--- config.mk ---
export PLATFORM = sky130hd
export DESIGN_NAME = pid_correction_step
export DESIGN_NICKNAME = d
export VERILOG_FILES = /design/src/rtl/pcs_pkg.sv /design/src/rtl/pcs_dp.sv /design/src/rtl/pcs_ctrl.sv /design/src/rtl/pid_correction_step.sv
export SDC_FILE = /design/constraint.sdc
export NUM_CORES = 2
export LEC_CHECK = 0
export ABC_AREA = 0
export BUFFER_PORTS_ARGS = -buffer_cell sky130_fd_sc_hd__buf_4
export CORE_ASPECT_RATIO = 2
export CORE_UTILIZATION = 60
export CTS_CLUSTER_DIAMETER = 100
export DETAILED_ROUTE_END_ITERATION = 10
export PLACE_DENSITY = 0.84
export REMOVE_ABC_BUFFERS = 1
export SLEW_MARGIN = 20
export SYNTH_ARGS = -nofsm -noshare
export SYNTH_HDL_FRONTEND = slang
export SYNTH_SLANG_ARGS = --single-unit
--- constraint.sdc ---
create_clock -name clk -period 21.3 [get_ports clk]
set_clock_uncertainty 0.2 [all_clocks]
set_input_delay 4.26 -clock clk [delete_from_list [all_inputs] [get_ports clk]]
set_output_delay 4.26 -clock clk [all_outputs]
set_load 0.01 [all_outputs]
--- src/rtl/pcs_pkg.sv ---
// Shared types and constants for the PID correction step block.
package pcs_pkg;

  localparam int ERR_W   = 16;
  localparam int DT_W    = 16;
  localparam int GAIN_W  = 16;
  localparam int CORR_W  = 32;
  localparam int INTEG_W = 48;
  localparam int SERR_W  = 24;   // scaled error
  localparam int MUL_A_W = 25;
  localparam int MUL_B_W = 18;
  localparam int PROD_W  = MUL_A_W + MUL_B_W;
  localparam int ACC_W   = 64;
  localparam int DIV_W   = 24;   // magnitude of the scaled error change
  localparam int CNT_W   = 5;
  localparam int HALF_W  = INTEG_W / 2;

  // Register indexes on the configuration port
  localparam logic [1:0] REG_GAIN_P      = 2'd0;
  localparam logic [1:0] REG_GAIN_I      = 2'd1;
  localparam logic [1:0] REG_GAIN_D      = 2'd2;
  localparam logic [1:0] REG_ERROR_SCALE = 2'd3;

  localparam logic [GAIN_W-1:0] GAIN_P_RST      = 16'd256;
  localparam logic [GAIN_W-1:0] GAIN_I_RST      = 16'd0;
  localparam logic [GAIN_W-1:0] GAIN_D_RST      = 16'd0;
  localparam logic [GAIN_W-1:0] ERROR_SCALE_RST = 16'd256;

  typedef enum logic [2:0] {
    MUL_SCALE,
    MUL_DT,
    MUL_GP,
    MUL_GI_LO,
    MUL_GI_HI,
    MUL_GD
  } mul_sel_t;

  typedef struct packed {
    logic     ld_in;
    mul_sel_t mul_sel;
    logic     ld_err;
    logic     div_start;
    logic     ld_integ;
    logic     acc_clr;
    logic     acc_add;
    logic     acc_hi;
    logic     ld_out;
  } pcs_cmd_t;

  typedef struct packed {
    logic div_done;
  } pcs_stat_t;

  typedef struct packed {
    logic signed [GAIN_W-1:0] gain_p;
    logic signed [GAIN_W-1:0] gain_i;
    logic signed [GAIN_W-1:0] gain_d;
    logic signed [GAIN_W-1:0] error_scale;
  } pcs_cfg_t;

endpackage

--- src/rtl/pcs_dp.sv ---
// Datapath: shared multiplier, divider, integral, accumulator and output register.
module pcs_dp (
  input  logic                                  clk,
  input  logic                                  rst_n,
  input  pcs_pkg::pcs_cmd_t                     cmd,
  input  pcs_pkg::pcs_cfg_t                     cfg,
  input  logic signed [pcs_pkg::ERR_W-1:0]      in_error,
  input  logic        [pcs_pkg::DT_W-1:0]       in_elapsed,
  output pcs_pkg::pcs_stat_t                    stat,
  output logic signed [pcs_pkg::CORR_W-1:0]     corr,
  output logic                                  sat
);
  import pcs_pkg::*;

  logic signed [ERR_W-1:0]   e_r;
  logic        [DT_W-1:0]    dt_r;
  logic signed [SERR_W-1:0]  err_r;
  logic signed [SERR_W-1:0]  prev_r;
  logic signed [INTEG_W-1:0] integ_r;
  logic signed [PROD_W-1:0]  prod_r;
  logic signed [ACC_W-1:0]   acc_r;
  logic                      sat_r;
  logic        [DIV_W-1:0]   quo_r;
  logic        [DT_W-1:0]    rem_r;
  logic        [CNT_W-1:0]   cnt_r;
  logic                      neg_r;
  logic signed [CORR_W-1:0]  corr_r;
  logic                      sat_out_r;

  logic signed [MUL_A_W-1:0]   mul_a;
  logic signed [MUL_B_W-1:0]   mul_b;
  logic signed [PROD_W-1:0]    prod_nxt;
  logic signed [SERR_W:0]      diff;
  logic        [SERR_W:0]      diff_mag;
  logic        [DT_W:0]        trial;
  logic                        trial_ge;
  logic signed [MUL_A_W-1:0]   deriv;
  logic signed [INTEG_W:0]     isum;
  logic signed [INTEG_W-1:0]   integ_nxt;
  logic                        integ_clip;
  logic signed [ACC_W-1:0]     addend;
  logic signed [ACC_W-9:0]     scaled;
  logic signed [CORR_W-1:0]    corr_nxt;
  logic                        corr_clip;

  assign deriv = neg_r ? -$signed({1'b0, quo_r}) : $signed({1'b0, quo_r});

  // Operand select for the shared multiplier
  always_comb begin
    mul_a = MUL_A_W'(e_r);
    mul_b = MUL_B_W'(cfg.error_scale);
    unique case (cmd.mul_sel)
      MUL_SCALE: begin
        mul_a = MUL_A_W'(e_r);
        mul_b = MUL_B_W'(cfg.error_scale);
      end
      MUL_DT: begin
        mul_a = MUL_A_W'(err_r);
        mul_b = $signed({2'b00, dt_r});
      end
      MUL_GP: begin
        mul_a = MUL_A_W'(err_r);
        mul_b = MUL_B_W'(cfg.gain_p);
      end
      MUL_GI_LO: begin
        mul_a = $signed({1'b0, integ_r[HALF_W-1:0]});
        mul_b = MUL_B_W'(cfg.gain_i);
      end
      MUL_GI_HI: begin
        mul_a = MUL_A_W'($signed(integ_r[INTEG_W-1:HALF_W]));
        mul_b = MUL_B_W'(cfg.gain_i);
      end
      MUL_GD: begin
        mul_a = deriv;
        mul_b = MUL_B_W'(cfg.gain_d);
      end
      default: begin
        mul_a = MUL_A_W'(e_r);
        mul_b = MUL_B_W'(cfg.error_scale);
      end
    endcase
  end

  assign prod_nxt = mul_a * mul_b;

  assign diff     = (SERR_W+1)'(err_r) - (SERR_W+1)'(prev_r);
  assign diff_mag = diff[SERR_W] ? (SERR_W+1)'(-diff) : diff;

  // One restoring step per cycle
  assign trial    = {rem_r, quo_r[DIV_W-1]};
  assign trial_ge = trial >= {1'b0, dt_r};

  // Saturating integral update
  assign isum       = (INTEG_W+1)'(integ_r) + (INTEG_W+1)'(prod_r);
  assign integ_clip = isum[INTEG_W] != isum[INTEG_W-1];
  always_comb begin
    if (integ_clip) begin
      integ_nxt = isum[INTEG_W] ? {1'b1, {(INTEG_W-1){1'b0}}} : {1'b0, {(INTEG_W-1){1'b1}}};
    end else begin
      integ_nxt = isum[INTEG_W-1:0];
    end
  end

  assign addend = cmd.acc_hi ? (ACC_W'(prod_r) <<< HALF_W) : ACC_W'(prod_r);

  // Floor by 256, then clamp to the output range
  assign scaled    = acc_r[ACC_W-1:8];
  assign corr_clip = !((&scaled[ACC_W-9:CORR_W-1]) || !(|scaled[ACC_W-9:CORR_W-1]));
  always_comb begin
    if (corr_clip) begin
      corr_nxt = scaled[ACC_W-9] ? {1'b1, {(CORR_W-1){1'b0}}} : {1'b0, {(CORR_W-1){1'b1}}};
    end else begin
      corr_nxt = scaled[CORR_W-1:0];
    end
  end

  always_ff @(posedge clk) begin
    if (!rst_n) begin
      prev_r  <= '0;
      integ_r <= '0;
      cnt_r   <= '0;
    end else begin
      if (cmd.div_start) begin
        prev_r <= err_r;
        cnt_r  <= CNT_W'(DIV_W);
      end else if (cnt_r != '0) begin
        cnt_r <= cnt_r - 1'b1;
      end
      if (cmd.ld_integ) begin
        integ_r <= integ_nxt;
      end
    end
  end

  always_ff @(posedge clk) begin
    prod_r <= prod_nxt;
    if (cmd.ld_in) begin
      e_r  <= in_error;
      dt_r <= (in_elapsed == '0) ? DT_W'(1) : in_elapsed;
    end
    if (cmd.ld_err) begin
      err_r <= prod_r[SERR_W+7:8];
    end
    if (cmd.div_start) begin
      quo_r <= diff_mag[DIV_W-1:0];
      rem_r <= '0;
      neg_r <= diff[SERR_W];
    end else if (cnt_r != '0) begin
      rem_r <= trial_ge ? DT_W'(trial - {1'b0, dt_r}) : trial[DT_W-1:0];
      quo_r <= {quo_r[DIV_W-2:0], trial_ge};
    end
    if (cmd.acc_clr) begin
      acc_r <= '0;
      sat_r <= 1'b0;
    end else begin
      if (cmd.acc_add) begin
        acc_r <= acc_r + addend;
      end
      if (cmd.ld_integ && integ_clip) begin
        sat_r <= 1'b1;
      end
    end
    if (cmd.ld_out) begin
      corr_r    <= corr_nxt;
      sat_out_r <= sat_r | corr_clip;
    end
  end

  assign stat.div_done = (cnt_r == '0);
  assign corr          = corr_r;
  assign sat           = sat_out_r;

endmodule

--- src/rtl/pcs_ctrl.sv ---
// Controller: sequences one sample through the datapath and owns the output handshake.
module pcs_ctrl (
  input  logic                clk,
  input  logic                rst_n,
  input  logic                in_tvalid,
  output logic                in_tready,
  output logic                out_tvalid,
  input  logic                out_tready,
  input  pcs_pkg::pcs_stat_t  stat,
  output pcs_pkg::pcs_cmd_t   cmd
);
  import pcs_pkg::*;

  localparam logic [3:0] S_IDLE = 4'd0;
  localparam logic [3:0] S_MSC  = 4'd1;
  localparam logic [3:0] S_ERR  = 4'd2;
  localparam logic [3:0] S_MDT  = 4'd3;
  localparam logic [3:0] S_INT  = 4'd4;
  localparam logic [3:0] S_AGP  = 4'd5;
  localparam logic [3:0] S_AGL  = 4'd6;
  localparam logic [3:0] S_AGH  = 4'd7;
  localparam logic [3:0] S_DIV  = 4'd8;
  localparam logic [3:0] S_MGD  = 4'd9;
  localparam logic [3:0] S_AGD  = 4'd10;
  localparam logic [3:0] S_FIN  = 4'd11;

  logic [3:0] state_r, state_nxt;
  logic       out_valid_r, out_valid_nxt;
  logic       out_free;

  assign out_free  = !out_valid_r || out_tready;
  assign in_tready = (state_r == S_IDLE);

  always_comb begin
    state_nxt     = state_r;
    out_valid_nxt = out_valid_r && !out_tready;
    cmd           = '0;
    cmd.mul_sel   = MUL_SCALE;
    unique case (state_r)
      S_IDLE: begin
        if (in_tvalid) begin
          cmd.ld_in   = 1'b1;
          cmd.acc_clr = 1'b1;
          state_nxt   = S_MSC;
        end
      end
      S_MSC: begin
        cmd.mul_sel = MUL_SCALE;
        state_nxt   = S_ERR;
      end
      S_ERR: begin
        cmd.ld_err = 1'b1;
        state_nxt  = S_MDT;
      end
      S_MDT: begin
        cmd.mul_sel   = MUL_DT;
        cmd.div_start = 1'b1;
        state_nxt     = S_INT;
      end
      S_INT: begin
        cmd.ld_integ = 1'b1;
        cmd.mul_sel  = MUL_GP;
        state_nxt    = S_AGP;
      end
      S_AGP: begin
        cmd.acc_add = 1'b1;
        cmd.mul_sel = MUL_GI_LO;
        state_nxt   = S_AGL;
      end
      S_AGL: begin
        cmd.acc_add = 1'b1;
        cmd.mul_sel = MUL_GI_HI;
        state_nxt   = S_AGH;
      end
      S_AGH: begin
        cmd.acc_add = 1'b1;
        cmd.acc_hi  = 1'b1;
        state_nxt   = S_DIV;
      end
      S_DIV: begin
        if (stat.div_done) begin
          state_nxt = S_MGD;
        end
      end
      S_MGD: begin
        cmd.mul_sel = MUL_GD;
        state_nxt   = S_AGD;
      end
      S_AGD: begin
        cmd.acc_add = 1'b1;
        state_nxt   = S_FIN;
      end
      S_FIN: begin
        // hold until the output register is free
        if (out_free) begin
          cmd.ld_out    = 1'b1;
          out_valid_nxt = 1'b1;
          state_nxt     = S_IDLE;
        end
      end
      default: begin
        state_nxt = S_IDLE;
      end
    endcase
  end

  always_ff @(posedge clk) begin
    if (!rst_n) begin
      state_r     <= S_IDLE;
      out_valid_r <= 1'b0;
    end else begin
      state_r     <= state_nxt;
      out_valid_r <= out_valid_nxt;
    end
  end

  assign out_tvalid = out_valid_r;

endmodule

--- src/rtl/pid_correction_step.sv ---
// Top level of the PID correction step: register file, controller and datapath.
//
//   channel   direction  payload
//   in_*      in         tdata = {elapsed_ms[31:16], error_sample[15:0]}
//   out_*     out        tdata = correction[31:0], tuser = saturated
//   cfg_*     in         APB: gain_p 0x0, gain_i 0x4, gain_d 0x8, error_scale 0xC
//
// A sample runs through the controller states from acceptance to a loaded result;
// the 24-step restoring divider for the derivative runs alongside the gain terms and
// is waited on in S_DIV. No new sample is taken until the last result is loaded.
// A new sample is accepted once the controller is idle, even while the previous
// result still waits in the output register; a stalled output holds the last step.
// Reset (rst_n low, synchronous) restores the gains and clears the integral
// and the previous error.
module pid_correction_step (
  input  logic        clk,
  input  logic        rst_n,
  input  logic        in_tvalid,
  output logic        in_tready,
  input  logic [31:0] in_tdata,    // [15:0] error_sample, [31:16] elapsed_ms
  output logic        out_tvalid,
  input  logic        out_tready,
  output logic [31:0] out_tdata,   // [31:0] correction
  output logic [0:0]  out_tuser,   // [0] saturated
  input  logic        cfg_psel,
  input  logic        cfg_penable,
  input  logic        cfg_pwrite,
  input  logic [3:0]  cfg_paddr,
  input  logic [31:0] cfg_pwdata,
  output logic [31:0] cfg_prdata,
  output logic        cfg_pready
);
  import pcs_pkg::*;

  logic [GAIN_W-1:0] gain_p_r, gain_i_r, gain_d_r, error_scale_r;
  logic [1:0]        reg_idx;
  logic              cfg_wr;
  pcs_cfg_t          cfg;
  pcs_cmd_t          cmd;
  pcs_stat_t         stat;
  logic signed [CORR_W-1:0] corr;
  logic              sat;

  assign cfg_pready = 1'b1;
  assign reg_idx    = cfg_paddr[3:2];
  assign cfg_wr     = cfg_psel && cfg_penable && cfg_pwrite && cfg_pready;

  always_ff @(posedge clk) begin
    if (!rst_n) begin
      gain_p_r      <= GAIN_P_RST;
      gain_i_r      <= GAIN_I_RST;
      gain_d_r      <= GAIN_D_RST;
      error_scale_r <= ERROR_SCALE_RST;
    end else if (cfg_wr) begin
      unique case (reg_idx)
        REG_GAIN_P:      gain_p_r      <= cfg_pwdata[GAIN_W-1:0];
        REG_GAIN_I:      gain_i_r      <= cfg_pwdata[GAIN_W-1:0];
        REG_GAIN_D:      gain_d_r      <= cfg_pwdata[GAIN_W-1:0];
        REG_ERROR_SCALE: error_scale_r <= cfg_pwdata[GAIN_W-1:0];
        default: ;
      endcase
    end
  end

  always_comb begin
    unique case (reg_idx)
      REG_GAIN_P:      cfg_prdata = {16'd0, gain_p_r};
      REG_GAIN_I:      cfg_prdata = {16'd0, gain_i_r};
      REG_GAIN_D:      cfg_prdata = {16'd0, gain_d_r};
      REG_ERROR_SCALE: cfg_prdata = {16'd0, error_scale_r};
      default:         cfg_prdata = '0;
    endcase
  end

  assign cfg.gain_p      = gain_p_r;
  assign cfg.gain_i      = gain_i_r;
  assign cfg.gain_d      = gain_d_r;
  assign cfg.error_scale = error_scale_r;

  pcs_ctrl u_ctrl (
    .clk        (clk),
    .rst_n      (rst_n),
    .in_tvalid  (in_tvalid),
    .in_tready  (in_tready),
    .out_tvalid (out_tvalid),
    .out_tready (out_tready),
    .stat       (stat),
    .cmd        (cmd)
  );

  pcs_dp u_dp (
    .clk        (clk),
    .rst_n      (rst_n),
    .cmd        (cmd),
    .cfg        (cfg),
    .in_error   (in_tdata[15:0]),
    .in_elapsed (in_tdata[31:16]),
    .stat       (stat),
    .corr       (corr),
    .sat        (sat)
  );

  assign out_tdata = corr;
  assign out_tuser = sat;

endmodule

==> results.cfg <==
[clock_network]
cts-resized-gates = 0
cts_buffers = 38
clockRootBuffer = clkbuf_16
clk_latency_ns = 0.60
clock_path_buffers = 3
cts_sinks = 384
post_cts_buffers = 0
path_clk_slew_ns = 0.06
cts_tree = done
cts_hold_buf = 0
cts_htree_levels = 2

[yosys]
yosysMostFrequentCell = nand2_1
synth-seq-cells = 384
netlist_top_cells_count = nand2_1 (808), inv_1 (682), fa_1 (445)
synth_flop_cell = dfxtp_1
synth_top_area_share_pct = 22.0
synth_area_leaders = fa_1 (22%), dfxtp_1 (13%), edfxtp_1 (8.5%)
synth-edff-count = 114
yosys.cell_types.count = 90
synthCells = 4847
syn-cell-area_um2 = 40400
yosysSeqAreaShare_pct = 21.8
synth-async-reset-ratio_pct = 0
avgSynthCellArea_um2 = 8.34
synth.largest_area_cell = fa_1
ys_warn_count = 0

[floorplan]
die-width_um = 186
die-area_um2 = 68500
initial_utilization_pct = 60.6
fp.dieH_um = 369
core_region_area_um2 = 66700
pin_count = 143
num_rows = 134

[detailed_routing]
route.met2.wl_um = 62300
drt-total-wl_um = 123000
vias_per_cell = 6.17
drtPass1Iterations = 8
wl_met3_um = 9430
drt_iter0_markers = 2850
routed.top_layer = met5
vias = 35200
avgRoutedWirePerCell_um = 21.6
antenna_left = 0
drc_errors = 0
wirelength_met1_um = 38400

[critical_path]
required_ns = 21.57
start_kind = register
crit_type = register to register
reg2regPathDepth = 31
r2r_slack_ns = 10.10
critPathMaxFanout = 77
cp_common_cell = fa_1
critical_path.max_stage_delay_ns = 0.78
r2r_end = u_dp.prod_r[37]$_DFF_P_
reg2reg_from = u_ctrl.state_r[2]$_SDFFE_PN0P_
arrival_ns = 11.47
crit_start = u_ctrl.state_r[2]$_SDFFE_PN0P_
worst_path_max_delay_cell = buf_4
cp-end-kind = register
cp-endpoint = u_dp.prod_r[37]$_DFF_P_

[sta]
slew_headroom_pct = 19.2
fmax_ghz = 0.0893
rsz0062_at_grt = false
report.final.slew_viol_count = 0
finalCritPeriodShare_pct = 52.6
setup_viol_count_final = 0
fin_crit_ns = 11.20
tightest_slew_ns = 1.21
hold_violations = 0
fin_tns_setup_ns = 0

[placed_design]
dp_hpwl_um = 94500
place_congestion = 1.03
port_buffers = 107

[grt]
grt_usage_pct = 37.0
grt_antenna_before_repair = 2
grt_pass1_wl_um = 194000
overflow = 0
grt_pass1_vias = 36800
grt_max_degree = 79

[finish]
drive_above_1_share_pct = 6.13
area_growth_pct = 6.64
fin_nets = 5577

[min_path]
hp-class = register to register

[run]
drv_cap = 0

[run_status]
outcome = finished clean
[layout by cell type (no fill, tap or decap), types with 15 or more instances in the layout]
cell       count
ha_1         262
clkbuf_16     39
nor2b_1       33
dfxtp_1      270
edfxtp_1     114
or2_2         15
fa_1         445
and3_1        28
and2_1        64
conb_1        17
a222oi_1      39
a21o_1        98
nand3_1       71
a21boi_0      15
nand2b_1      32
inv_1        679
xnor2_1      130
o21ai_1       21
o211ai_1      29
nor3_1        49
xor2_1        92
o21a_1        43
o21bai_1      33
nand2_1      806
nor2_1       334
a21oi_1      312
mux2i_1       17
maj3_1        26
a31oi_1       24
buf_4        159
o21ai_0      187
a211oi_1      62
nand4_1       39
mux4_2        16
[flip-flops by register name, indices dropped and copies added, names as in the netlist, 4 cells and up]
signal          flops
u_dp.rem_r         16
u_dp.prod_r        43
gain_i_r           16
gain_d_r           16
error_scale_r      16
u_dp.integ_r       48
u_ctrl.state_r      4
u_dp.acc_r         64
u_dp.quo_r         24
u_dp.corr          32
u_dp.cnt_r          5
gain_p_r           16
u_dp.err_r         24
u_dp.prev_r        24
u_dp.dt_r          16
u_dp.e_r           16
[per-layer routing]
layer  track usage [%]  vias up
met3              6.66      702
met1              36.6    17000
met2              65.6     1763
met4              32.2        4
li1                  -    15800
met5                 0        -
[worst min path at each step]
stage / from / end / depth (start not counted)
CTS: u_dp.prev_r[11]$_SDFFE_PN0N_ / u_dp.prev_r[11]$_SDFFE_PN0N_ / 2
floorplan: u_dp.rem_r[15]$_SDFFE_PN0P_ / u_dp.rem_r[15]$_SDFFE_PN0P_ / 2
global route: u_dp.prev_r[11]$_SDFFE_PN0N_ / u_dp.prev_r[11]$_SDFFE_PN0N_ / 2
detailed placement: u_dp.prev_r[11]$_SDFFE_PN0N_ / u_dp.prev_r[11]$_SDFFE_PN0N_ / 2
finish: u_dp.prev_r[11]$_SDFFE_PN0N_ / u_dp.prev_r[11]$_SDFFE_PN0N_ / 2
global placement: u_dp.rem_r[15]$_SDFFE_PN0P_ / u_dp.rem_r[15]$_SDFFE_PN0P_ / 2
[cells by family after synthesis]
group	Yosys count	synth area share (%)
buffers and inverters	949	9.01
and+or+nand+nor	1544	16.7
AOI/OAI and AO/OA	976	15.4
DFF	384	21.8
other	2	0.0186
adders and majority gates	733	30.8
xor gates and xnor gates	222	4.81
muxes	37	1.42
[per-stage QoR]
step                setup slack (ns)  std cells  util [%]  area, um^2  hold slack, ns
floorplan                       8.68       4596         -       39400           0.226
global placement               10.50       5639      62.7       41900           0.235
detailed placement             10.38       5639      62.7       41900           0.248
CTS                            10.35       5709      64.6       43100           0.256
global route                    9.62       5710      64.6       43100           0.271
finish                         10.10       5711      64.6       43100           0.256
[area by class of cell]
cell class | count | area, um^2
Clock inverter | 18 | 189
Fill cell | 5568 | 23600
Clock buffer | 52 | 1060
Antenna cell | 2 | 5.00
Inverter | 683 | 2570
Sequential cell | 384 | 8830
Tap cell | 884 | 1110
Multi-Input combinational cell | 3529 | 28200
Timing Repair Buffer | 159 | 1190
[worst max-delay path: cells and delay by family (launching register included)]
kind,cells,cell delay [ns]
adders and majority gates,7,3.50
buffers and inverters,6,1.31
and+or+nand+nor,9,2.40
DFF,1,0.54
AOI/OAI and AO/OA,9,3.08
Power is not shown: default switching activity piles up to over one toggle a cycle in this logic, so the estimate is an artifact.
